`config.mk`:
```
export PLATFORM = sky130hd
export DESIGN_NAME = sip_header_line_scanner
export DESIGN_NICKNAME = d
export VERILOG_FILES = /design/src/rtl/shls_pkg.sv /design/src/rtl/shls_name_match.sv /design/src/rtl/sip_header_line_scanner.sv
export SDC_FILE = /design/constraint.sdc
export NUM_CORES = 1
export LEC_CHECK = 0
export BUFFER_PORTS_ARGS = -buffer_cell sky130_fd_sc_hd__buf_2
export CORE_ASPECT_RATIO = 0.5
export CORE_MARGIN = 4
export CORE_UTILIZATION = 45
export CTS_CLUSTER_DIAMETER = 200
export DETAILED_ROUTE_END_ITERATION = 8
export PLACE_DENSITY = 0.72
export SLEW_MARGIN = 20
export SYNTH_ARGS = -nofsm -noshare
export SYNTH_HDL_FRONTEND = slang
export SYNTH_SLANG_ARGS = --single-unit
export TNS_END_PERCENT = 5
```
`constraint.sdc`:
```
create_clock -name i_clk -period 9.6 [get_ports i_clk]
set_input_delay 1.92 -clock i_clk [delete_from_list [all_inputs] [get_ports i_clk]]
set_output_delay 1.92 -clock i_clk [all_outputs]
set_load 0.03 [all_outputs]
```
`src/rtl/shls_pkg.sv`:
```
package shls_pkg;

    localparam int LINE_KIND_W    = 4;
    localparam int FIELD_W        = 16;
    localparam int NAME_CMP_CHARS = 14;

    localparam logic [LINE_KIND_W-1:0] KIND_START      = 4'd0;
    localparam logic [LINE_KIND_W-1:0] KIND_VIA        = 4'd1;
    localparam logic [LINE_KIND_W-1:0] KIND_FROM       = 4'd2;
    localparam logic [LINE_KIND_W-1:0] KIND_TO         = 4'd3;
    localparam logic [LINE_KIND_W-1:0] KIND_CALL_ID    = 4'd4;
    localparam logic [LINE_KIND_W-1:0] KIND_CSEQ       = 4'd5;
    localparam logic [LINE_KIND_W-1:0] KIND_CONTACT    = 4'd6;
    localparam logic [LINE_KIND_W-1:0] KIND_CONTENT_LEN = 4'd7;
    localparam logic [LINE_KIND_W-1:0] KIND_HDR_END    = 4'd8;

    typedef struct packed {
        logic [7:0] data_byte;
        logic       last_of_message;
    } t_in;

    typedef struct packed {
        logic [LINE_KIND_W-1:0] line_kind;
        logic [FIELD_W-1:0]     line_offset;
        logic [FIELD_W-1:0]     line_length;
        logic [FIELD_W-1:0]     token_length;
        logic                   is_response;
        logic                   start_valid;
        logic                   number_found;
        logic [FIELD_W-1:0]     number_offset;
        logic [FIELD_W-1:0]     number_length;
        logic                   too_long;
    } t_out;

endpackage

```
`src/rtl/shls_name_match.sv`:
```
module shls_name_match #(
    parameter int NAME_CHARS_MAX = 14
) (
    input  logic [shls_pkg::NAME_CMP_CHARS-1:0][7:0]    i_chars,
    input  logic [$clog2(NAME_CHARS_MAX+1)-1:0]         i_count,
    output logic                                        o_hit,
    output logic [shls_pkg::LINE_KIND_W-1:0]            o_kind
);

    localparam int CNT_W = $clog2(NAME_CHARS_MAX + 1);
    localparam int W     = shls_pkg::NAME_CMP_CHARS * 8;

    logic [W-1:0] word;
    logic         one;

    // first name character in the top byte
    always_comb begin
        for (int i = 0; i < shls_pkg::NAME_CMP_CHARS; i++) begin
            word[8*(shls_pkg::NAME_CMP_CHARS-1-i) +: 8] = i_chars[i];
        end
    end

    assign one = (i_count == CNT_W'(1));

    always_comb begin
        o_hit  = 1'b1;
        o_kind = shls_pkg::KIND_START;
        if ((i_count == CNT_W'(3) && word[W-1 -: 24] == "via")
            || (one && word[W-1 -: 8] == "v")) begin
            o_kind = shls_pkg::KIND_VIA;
        end else if ((i_count == CNT_W'(4) && word[W-1 -: 32] == "from")
            || (one && word[W-1 -: 8] == "f")) begin
            o_kind = shls_pkg::KIND_FROM;
        end else if ((i_count == CNT_W'(2) && word[W-1 -: 16] == "to")
            || (one && word[W-1 -: 8] == "t")) begin
            o_kind = shls_pkg::KIND_TO;
        end else if ((i_count == CNT_W'(7) && word[W-1 -: 56] == "call-id")
            || (one && word[W-1 -: 8] == "i")) begin
            o_kind = shls_pkg::KIND_CALL_ID;
        end else if (i_count == CNT_W'(4) && word[W-1 -: 32] == "cseq") begin
            o_kind = shls_pkg::KIND_CSEQ;
        end else if ((i_count == CNT_W'(7) && word[W-1 -: 56] == "contact")
            || (one && word[W-1 -: 8] == "m")) begin
            o_kind = shls_pkg::KIND_CONTACT;
        end else if ((i_count == CNT_W'(14) && word[W-1 -: 112] == "content-length")
            || (one && word[W-1 -: 8] == "l")) begin
            o_kind = shls_pkg::KIND_CONTENT_LEN;
        end else begin
            o_hit = 1'b0;
        end
    end

endmodule

```
`src/rtl/sip_header_line_scanner.sv`:
```
// SIP header line scanner
//
// Input channel (i_in_valid / o_in_ready / i_in_data): one message byte per
// transfer, with last_of_message on the final byte of each message.
// Output channel (o_out_valid / i_out_ready / o_out_data): one result per
// recognized line: the start line, each known header line, and the end of
// the header (kind 8, giving the body offset). Other lines give nothing.
//
// Throughput is one byte per cycle unless the receiver stalls. A byte is
// captured in the input register, decoded, and its result (if any) sits in
// the output register: o_out_valid rises once the byte that ends the line
// has passed through the input register and its result is registered.
// When the receiver stalls, the result register holds and the input
// register fills; o_in_ready then drops until the result is taken.
// Reset clears all scan state: the next byte is offset zero of a new
// message, and the byte marked last_of_message returns the scanner to that
// same state.
module sip_header_line_scanner #(
    parameter int OFFSET_BITS    = 16,
    parameter int NAME_CHARS_MAX = 14
) (
    input  logic            i_clk,
    input  logic            i_rst_n,
    input  logic            i_in_valid,
    output logic            o_in_ready,
    input  shls_pkg::t_in   i_in_data,
    output logic            o_out_valid,
    input  logic            i_out_ready,
    output shls_pkg::t_out  o_out_data
);

    localparam int OB    = OFFSET_BITS;
    localparam int CNT_W = $clog2(NAME_CHARS_MAX + 1);
    localparam int IDX_W = $clog2(NAME_CHARS_MAX);
    localparam int CW    = (OB + 1 > 17) ? OB + 1 : 17;
    localparam logic [OB-1:0] OFF_MAX = '1;

    typedef enum logic [2:0] {
        PH_START = 3'b001,
        PH_HDR   = 3'b010,
        PH_BODY  = 3'b100
    } t_phase;

    typedef enum logic [3:0] {
        NM_LEAD  = 4'b0001,
        NM_NAME  = 4'b0010,
        NM_TRAIL = 4'b0100,
        NM_COLON = 4'b1000
    } t_name_mode;

    typedef enum logic [2:0] {
        US_NONE  = 3'b001,
        US_SEEK  = 3'b010,
        US_FOUND = 3'b100
    } t_user_state;

    function automatic logic [16:0] clip16(input logic [OB:0] v);
        logic [CW-1:0] w;
        w = CW'(v);
        if (w > CW'(17'h0FFFF)) begin
            return {1'b1, 16'hFFFF};
        end
        return {1'b0, w[15:0]};
    endfunction

    function automatic logic [7:0] resp_char(input logic [2:0] idx);
        case (idx)
            3'd0:    return "S";
            3'd1:    return "I";
            3'd2:    return "P";
            3'd3:    return "/";
            3'd4:    return "2";
            3'd5:    return ".";
            3'd6:    return "0";
            default: return 8'h00;
        endcase
    endfunction

    function automatic logic [7:0] uri_char(input logic [1:0] idx);
        case (idx)
            2'd0:    return "s";
            2'd1:    return "i";
            2'd2:    return "p";
            default: return ":";
        endcase
    endfunction

    // pipeline registers
    logic           r_in_valid;
    shls_pkg::t_in  r_in;
    logic           r_out_valid;
    shls_pkg::t_out r_out;

    // scan state
    logic [OB-1:0]    r_byte_offset, n_byte_offset;
    logic [OB-1:0]    r_line_begin, n_line_begin;
    t_phase           r_phase, n_phase;
    logic [NAME_CHARS_MAX-1:0][7:0] r_name_chars, name_view;
    logic [CNT_W-1:0] r_name_count, tk_name_count, n_name_count;
    t_name_mode       r_name_mode, tk_name_mode, n_name_mode;
    logic             r_name_broken, tk_name_broken, n_name_broken;
    logic [OB-1:0]    r_fte, tk_fte, n_fte;
    logic             r_tok_done, tk_tok_done, n_tok_done;
    logic [2:0]       r_resp_idx, tk_resp_idx, n_resp_idx;
    logic             r_resp_bad, tk_resp_bad, n_resp_bad;
    logic [2:0]       r_uri_step, tk_uri_step, n_uri_step;
    logic [OB-1:0]    r_user_start, tk_user_start, n_user_start;
    t_user_state      r_user_state, tk_user_state, n_user_state;
    logic [OB-1:0]    r_user_len, tk_user_len, n_user_len;
    logic             r_prev_cr, tk_prev_cr, n_prev_cr;
    logic             r_sat, n_sat;

    logic           advance, core_fire;
    logic [7:0]     c, lower_c;
    logic           last, is_lf, is_cr, is_ws;
    logic [OB-1:0]  pos, pos_inc_sat;
    logic           pos_at_max, sat_now;
    logic [OB:0]    pos_plus1, end_v, len_v, tok_full, tok_v, next_sat;
    logic           store_ok, do_store, name_wr;
    logic [2:0]     uri_nx;
    logic           match_hit;
    logic [shls_pkg::LINE_KIND_W-1:0] match_kind;
    logic [16:0]    lb_c, len_c, tok_c, nx_c, us_c, ul_c;
    logic           fin, res_valid;
    shls_pkg::t_out res;

    assign advance     = !r_out_valid || i_out_ready;
    assign core_fire   = r_in_valid && advance;
    assign o_in_ready  = !r_in_valid || advance;
    assign o_out_valid = r_out_valid;
    assign o_out_data  = r_out;

    assign c       = r_in.data_byte;
    assign last    = r_in.last_of_message;
    assign is_lf   = (c == 8'h0A);
    assign is_cr   = (c == 8'h0D);
    assign is_ws   = (c == " ") || (c >= 8'h09 && c <= 8'h0D);
    assign lower_c = (c >= "A" && c <= "Z") ? c + 8'd32 : c;

    assign pos         = r_byte_offset;
    assign pos_at_max  = (pos == OFF_MAX);
    assign pos_inc_sat = pos_at_max ? OFF_MAX : pos + 1'b1;
    assign pos_plus1   = {1'b0, pos} + 1'b1;
    assign sat_now     = r_sat || pos_at_max;
    assign store_ok    = (r_name_count < CNT_W'(NAME_CHARS_MAX));

    // per-byte update of line state: held-back cr first, then this byte
    always_comb begin
        tk_name_count  = r_name_count;
        tk_name_mode   = r_name_mode;
        tk_name_broken = r_name_broken;
        tk_fte         = r_fte;
        tk_tok_done    = r_tok_done;
        tk_resp_idx    = r_resp_idx;
        tk_resp_bad    = r_resp_bad;
        tk_uri_step    = r_uri_step;
        tk_user_start  = r_user_start;
        tk_user_state  = r_user_state;
        tk_user_len    = r_user_len;
        tk_prev_cr     = r_prev_cr;
        do_store       = 1'b0;
        name_wr        = 1'b0;
        uri_nx         = '0;
        if (r_phase != PH_BODY && !is_lf) begin
            if (r_prev_cr) begin
                tk_prev_cr = 1'b0;
                if (r_phase == PH_START) begin
                    if (!r_tok_done) begin
                        tk_resp_bad = 1'b1;
                    end
                end else begin
                    if (r_name_mode == NM_NAME) begin
                        tk_name_mode = NM_TRAIL;
                    end
                    if (r_user_state == US_NONE) begin
                        tk_uri_step = '0;
                    end
                end
            end
            if (is_cr && !last) begin
                tk_prev_cr = 1'b1;
            end else if (r_phase == PH_START) begin
                if (!tk_tok_done) begin
                    if (c == " ") begin
                        tk_tok_done = 1'b1;
                        tk_fte      = pos;
                    end else if (tk_resp_idx != 3'd7 && c == resp_char(tk_resp_idx)) begin
                        tk_resp_idx = tk_resp_idx + 1'b1;
                    end else begin
                        tk_resp_bad = 1'b1;
                    end
                end
            end else begin
                if (tk_name_mode != NM_COLON) begin
                    if (c == ":") begin
                        tk_name_mode = NM_COLON;
                    end else if (tk_name_mode == NM_LEAD) begin
                        if (!is_ws) begin
                            do_store     = 1'b1;
                            tk_name_mode = NM_NAME;
                        end
                    end else if (tk_name_mode == NM_NAME) begin
                        if (is_ws) begin
                            tk_name_mode = NM_TRAIL;
                        end else begin
                            do_store = 1'b1;
                        end
                    end else if (!is_ws) begin
                        tk_name_broken = 1'b1;
                    end
                end
                if (do_store) begin
                    if (store_ok) begin
                        name_wr       = 1'b1;
                        tk_name_count = r_name_count + 1'b1;
                    end else begin
                        tk_name_broken = 1'b1;
                    end
                end
                if (tk_user_state == US_NONE) begin
                    if (c == uri_char(tk_uri_step[1:0])) begin
                        uri_nx = tk_uri_step + 1'b1;
                    end else if (c == "s") begin
                        uri_nx = 3'd1;
                    end else begin
                        uri_nx = 3'd0;
                    end
                    tk_uri_step = uri_nx;
                    if (uri_nx[2]) begin
                        tk_user_state = US_SEEK;
                        tk_user_start = pos_inc_sat;
                    end
                end else if (tk_user_state == US_SEEK && c == "@") begin
                    tk_user_state = US_FOUND;
                    tk_user_len   = (pos >= r_user_start) ? pos - r_user_start : '0;
                end
            end
        end
    end

    always_comb begin
        name_view = r_name_chars;
        if (name_wr) begin
            name_view[r_name_count[IDX_W-1:0]] = lower_c;
        end
    end

    shls_name_match #(
        .NAME_CHARS_MAX (NAME_CHARS_MAX)
    ) u_name_match (
        .i_chars (name_view[shls_pkg::NAME_CMP_CHARS-1:0]),
        .i_count (tk_name_count),
        .o_hit   (match_hit),
        .o_kind  (match_kind)
    );

    // line end positions
    always_comb begin
        if (is_lf) begin
            end_v = (r_prev_cr && pos > r_line_begin) ? {1'b0, pos - 1'b1} : {1'b0, pos};
        end else begin
            end_v = pos_plus1;
        end
    end

    assign len_v    = (end_v > {1'b0, r_line_begin}) ? end_v - {1'b0, r_line_begin} : '0;
    assign tok_full = tk_tok_done ? {1'b0, tk_fte - r_line_begin} : len_v;
    assign tok_v    = (tok_full > len_v) ? len_v : tok_full;
    assign next_sat = pos_plus1[OB] ? {1'b0, OFF_MAX} : pos_plus1;

    assign lb_c  = clip16({1'b0, r_line_begin});
    assign len_c = clip16(len_v);
    assign tok_c = clip16(tok_v);
    assign nx_c  = clip16(next_sat);
    assign us_c  = clip16({1'b0, tk_user_start});
    assign ul_c  = clip16({1'b0, tk_user_len});

    assign fin = (r_phase != PH_BODY) && (is_lf || last);

    // line result, then line and message restart
    always_comb begin
        n_byte_offset = pos_at_max ? pos : pos + 1'b1;
        n_sat         = sat_now;
        n_phase       = r_phase;
        n_line_begin  = r_line_begin;
        n_name_count  = tk_name_count;
        n_name_mode   = tk_name_mode;
        n_name_broken = tk_name_broken;
        n_fte         = tk_fte;
        n_tok_done    = tk_tok_done;
        n_resp_idx    = tk_resp_idx;
        n_resp_bad    = tk_resp_bad;
        n_uri_step    = tk_uri_step;
        n_user_start  = tk_user_start;
        n_user_state  = tk_user_state;
        n_user_len    = tk_user_len;
        n_prev_cr     = tk_prev_cr;
        res           = '0;
        res_valid     = 1'b0;
        if (fin) begin
            if (r_phase == PH_START) begin
                res_valid        = 1'b1;
                res.line_kind    = shls_pkg::KIND_START;
                res.line_offset  = lb_c[15:0];
                res.line_length  = len_c[15:0];
                res.token_length = tok_c[15:0];
                res.is_response  = !tk_resp_bad && tk_resp_idx == 3'd7;
                res.start_valid  = (len_v != '0) && (tok_v != '0);
                res.too_long     = sat_now || lb_c[16] || len_c[16] || tok_c[16];
                n_phase          = PH_HDR;
            end else if (len_v == '0) begin
                res_valid       = 1'b1;
                res.line_kind   = shls_pkg::KIND_HDR_END;
                res.line_offset = nx_c[15:0];
                res.too_long    = sat_now || pos_plus1[OB] || nx_c[16];
                n_phase         = PH_BODY;
            end else if (match_hit && tk_name_mode == NM_COLON && !tk_name_broken) begin
                res_valid       = 1'b1;
                res.line_kind   = match_kind;
                res.line_offset = lb_c[15:0];
                res.line_length = len_c[15:0];
                res.too_long    = sat_now || lb_c[16] || len_c[16];
                if (tk_user_state == US_FOUND) begin
                    res.number_found  = 1'b1;
                    res.number_offset = us_c[15:0];
                    res.number_length = ul_c[15:0];
                    res.too_long      = sat_now || lb_c[16] || len_c[16]
                                        || us_c[16] || ul_c[16];
                end
            end
        end
        if ((r_phase != PH_BODY && is_lf) || last) begin
            n_line_begin  = last ? '0 : pos_inc_sat;
            n_name_count  = '0;
            n_name_mode   = NM_LEAD;
            n_name_broken = 1'b0;
            n_fte         = '0;
            n_tok_done    = 1'b0;
            n_resp_idx    = '0;
            n_resp_bad    = 1'b0;
            n_uri_step    = '0;
            n_user_start  = '0;
            n_user_state  = US_NONE;
            n_user_len    = '0;
            n_prev_cr     = 1'b0;
        end
        if (last) begin
            n_byte_offset = '0;
            n_sat         = 1'b0;
            n_phase       = PH_START;
        end
    end

    always_ff @(posedge i_clk) begin
        if (!i_rst_n) begin
            r_in_valid    <= 1'b0;
            r_out_valid   <= 1'b0;
            r_byte_offset <= '0;
            r_line_begin  <= '0;
            r_phase       <= PH_START;
            r_name_count  <= '0;
            r_name_mode   <= NM_LEAD;
            r_name_broken <= 1'b0;
            r_fte         <= '0;
            r_tok_done    <= 1'b0;
            r_resp_idx    <= '0;
            r_resp_bad    <= 1'b0;
            r_uri_step    <= '0;
            r_user_start  <= '0;
            r_user_state  <= US_NONE;
            r_user_len    <= '0;
            r_prev_cr     <= 1'b0;
            r_sat         <= 1'b0;
        end else begin
            if (o_in_ready) begin
                r_in_valid <= i_in_valid;
            end
            if (advance) begin
                r_out_valid <= core_fire && res_valid;
            end
            if (core_fire) begin
                r_byte_offset <= n_byte_offset;
                r_line_begin  <= n_line_begin;
                r_phase       <= n_phase;
                r_name_count  <= n_name_count;
                r_name_mode   <= n_name_mode;
                r_name_broken <= n_name_broken;
                r_fte         <= n_fte;
                r_tok_done    <= n_tok_done;
                r_resp_idx    <= n_resp_idx;
                r_resp_bad    <= n_resp_bad;
                r_uri_step    <= n_uri_step;
                r_user_start  <= n_user_start;
                r_user_state  <= n_user_state;
                r_user_len    <= n_user_len;
                r_prev_cr     <= n_prev_cr;
                r_sat         <= n_sat;
            end
        end
    end

    // payload registers
    always_ff @(posedge i_clk) begin
        if (o_in_ready) begin
            r_in <= i_in_data;
        end
        if (core_fire) begin
            r_name_chars <= name_view;
        end
        if (core_fire && res_valid && advance) begin
            r_out <= res;
        end
    end

    // end of message brings back the initial scan state
    assert property (@(posedge i_clk) disable iff (!i_rst_n)
        core_fire && r_in.last_of_message |=> r_byte_offset == '0 && r_phase == PH_START)
        else $error("scan state not restored after last byte");

    // body bytes never produce a result
    assert property (@(posedge i_clk) disable iff (!i_rst_n)
        core_fire && r_phase == PH_BODY |-> !res_valid)
        else $error("result produced inside message body");

    assert property (@(posedge i_clk) disable iff (!i_rst_n)
        r_out_valid && !r_out.number_found
        |-> r_out.number_offset == '0 && r_out.number_length == '0)
        else $error("user part fields set without a user part");

    assert property (@(posedge i_clk) disable iff (!i_rst_n)
        r_out_valid && r_out.start_valid
        |-> r_out.line_kind == shls_pkg::KIND_START && r_out.token_length != '0)
        else $error("start_valid on a line that is not a valid start line");

endmodule
```
==> metrics.cfg <==
[critical_path]
path_common_cell = a21oi_1
cp_data_required_time_ps = 9930
r2r-start = r_line_begin[1]
cp_max_fo = 15
start_kind = register
critPathMaxStageDelay_ps = 490
timing.critical_path.arrival_ps = 9250
r2r_slack_ps = 680
critical_path_class = reg -> reg
cp-startpoint = r_line_begin[1]
crit_path_top_delay_cell = or4_1
end_kind = register

[sta]
fin_setup_tns_ps = 0
max_freq_mhz = 112.1
period_share_pct = 92.90
relSlewSlack_pct = 20.61
skew_ps = 15.64
setup_viol = 0
rsz0062_at_grt = no
tightest_slew_ps = 1181
hold_viol = 0
maxSlewViolCount = 0
post-route-min-period_ps = 8918

[detailed_routing]
wl_um = 59860
wire_per_inst_um = 20.60
dr_total_vias = 17810
ant_nets = 0
drt-initial-drc-count = 2100
firstDrtPassIters = 5
drc = 0
via_per_inst = 6.127

[status]
status = completed

[floorplan]
die_y_um = 158.6
dieArea_um2 = 49030
initial_core_util_pct = 46.18
ios = 103
num_rows = 54
die_w_um = 309.2
core_um2 = 44190

[logic_synthesis]
ys.flop_type = edfxtp_1
synth_most_common_cell = nand2_1
yosysSeqAreaShare_pct = 41.25
synth_fp_nets = 2376
synth_edf_count = 209
synth_common_cells = nand2_1, edfxtp_1, o21ai_0
synthDistinctLibCells = 95
async_flop_share_pct = 0
ys_top_cells_by_area = edfxtp_1, dfxtp_1, ha_1
yosys_warnings = 0
ys_ff_latch = 316
syn_area_per_cell_um2 = 9.010
synth_top_area_share_pct = 30.75
syn_area_um2 = 20410
syn_inst = 2265
yosysTopAreaCell = edfxtp_1

[grt]
grt_pass1_vias = 16140
grt_pass1_wl_um = 93210
antenna_found_initial = 0
overflow = 0
grt.total_usage_pct = 23.68
grt_max_degree = 90

[clock_tree]
root_buffer = clkbuf_16
htreeDepth = 1
clock_latency_ps = 600
clockBufferDepth = 3
clkTransAtPathRegs_ps = 70
cts_sinks = 316
tritoncts = done
cts_buffers = 31

[placement]
placedCellCount = 2848
place_congestion = 0.9650
placed_cell_area_um2 = 21420
hpwl_um = 42460
port_buffers = 102

[cells_and_area]
postLayoutCellArea_um2 = 22450
area_delta_synth_final_pct = 10.01
n_antenna_cell = 0
layout-drive-gt1-share_pct = 12.25
finalNonFillerCells = 2906
final_util_pct = 50.81
nets = 2404
n_fill_cell = 4108

[pwr]
powerDensity_nw_per_um2 = 135.3
finalPower_uw = 3037
worst_ir_drop_vdd_mv = 0.1240
power.leakage_uw = 0.008498

[hold_path]
hold_class = reg -> reg
hp-start = r_line_begin[12]

[run]
cap_violations = 0

-- state kept, by name (all words and copies together) (netlist names), 4 cells and up --
signal,flops
r_line_begin,16
r_fte,16
c,8
o_out_data,88
r_name_count,4
r_user_len,16
pos,16
r_name_mode,4
r_user_start,16
r_name_chars,112
-- per-layer routing --
metal / track usage, % / vias to the layer above / share of wire, %
li1: - / 8413 / -
met2: 37.23 / 668 / 44
met3: 2.924 / 110 / 7.2
met4: 5.942 / 0 / 2.6
met5: 0 / - / 0
met1: 34.86 / 8614 / 46
-- worst paths after layout --
kind / to / depth (start not counted)
max: o_out_data[34] / 37
min: r_line_begin[12] / 2
max reg2reg: o_out_data[34] / 37
min reg2reg: r_line_begin[12] / 2
-- report_power, final --
part	internal, uW	switching [uW]
Clock	712	559
Sequential	1470	18.2
Combinational	81.2	196
-- cell families after synthesis --
kind of cell	synth area share, %
AOI/OAI and AO/OA	18.72
DFF	41.25
adders and majority gates	6.119
muxes	4.004
buffers and inverters	4.592
and+or+nand+nor	22.14
xor gates and xnor gates	3.176
-- placed cells by master, fill, tap and decap left out, drive strengths merged, types with 31 or more instances in the layout --
master / instances
o21ai: 190
a22oi: 50
ha: 95
mux2: 45
inv: 93
nand2: 262
buf: 140
edfxtp: 209
mux2i: 31
xnor2: 46
nor3: 61
a21oi: 118
nand4: 46
dfxtp: 107
nor2b: 63
nor2: 162
clkbuf: 39
and2: 36
nand3: 76
-- per-stage QoR --
| stage | worst slack (ps) | hold WS [ps] |
|---|---|---|
| 2_1_floorplan | 1358 | 425.0 |
| 3_3_place_gp | 996.1 | 436.9 |
| 3_5_place_dp | 832.8 | 445.3 |
| 4_1_cts | 793.5 | 462.0 |
| 5_1_grt | 73.09 | 484.8 |
| 6_report | 682.0 | 465.5 |
-- what timing repair did --
action	in CTS	in global routing
resized for setup	0	1
setup endpoints to repair	0	1
setup buffers	0	0
hold buffers	0	0
-- layout make-up --
class                   instances  area (um2)  share of cell area (%)
inverters                      91       344.1                   1.533
flip-flops and latches        316        8418                   37.50
repair buffers                140       812.0                   3.617
clock inverters                19       209.0                  0.9307
well taps                     588       735.7                   3.277
multi-input cells            1713       11120                   49.51
clock buffers                  39       815.8                   3.634
-- critical path: cells and delay by family (launching register included) --
family          cells  cell delay [ps]
fa+ha+maj           3              920
buf+inv             1              140
simple gates       12             3260
xor+xnor            1              160
flops               1              420
compound gates     20             3690
Note: power is estimated with default switching activity, not from simulation.
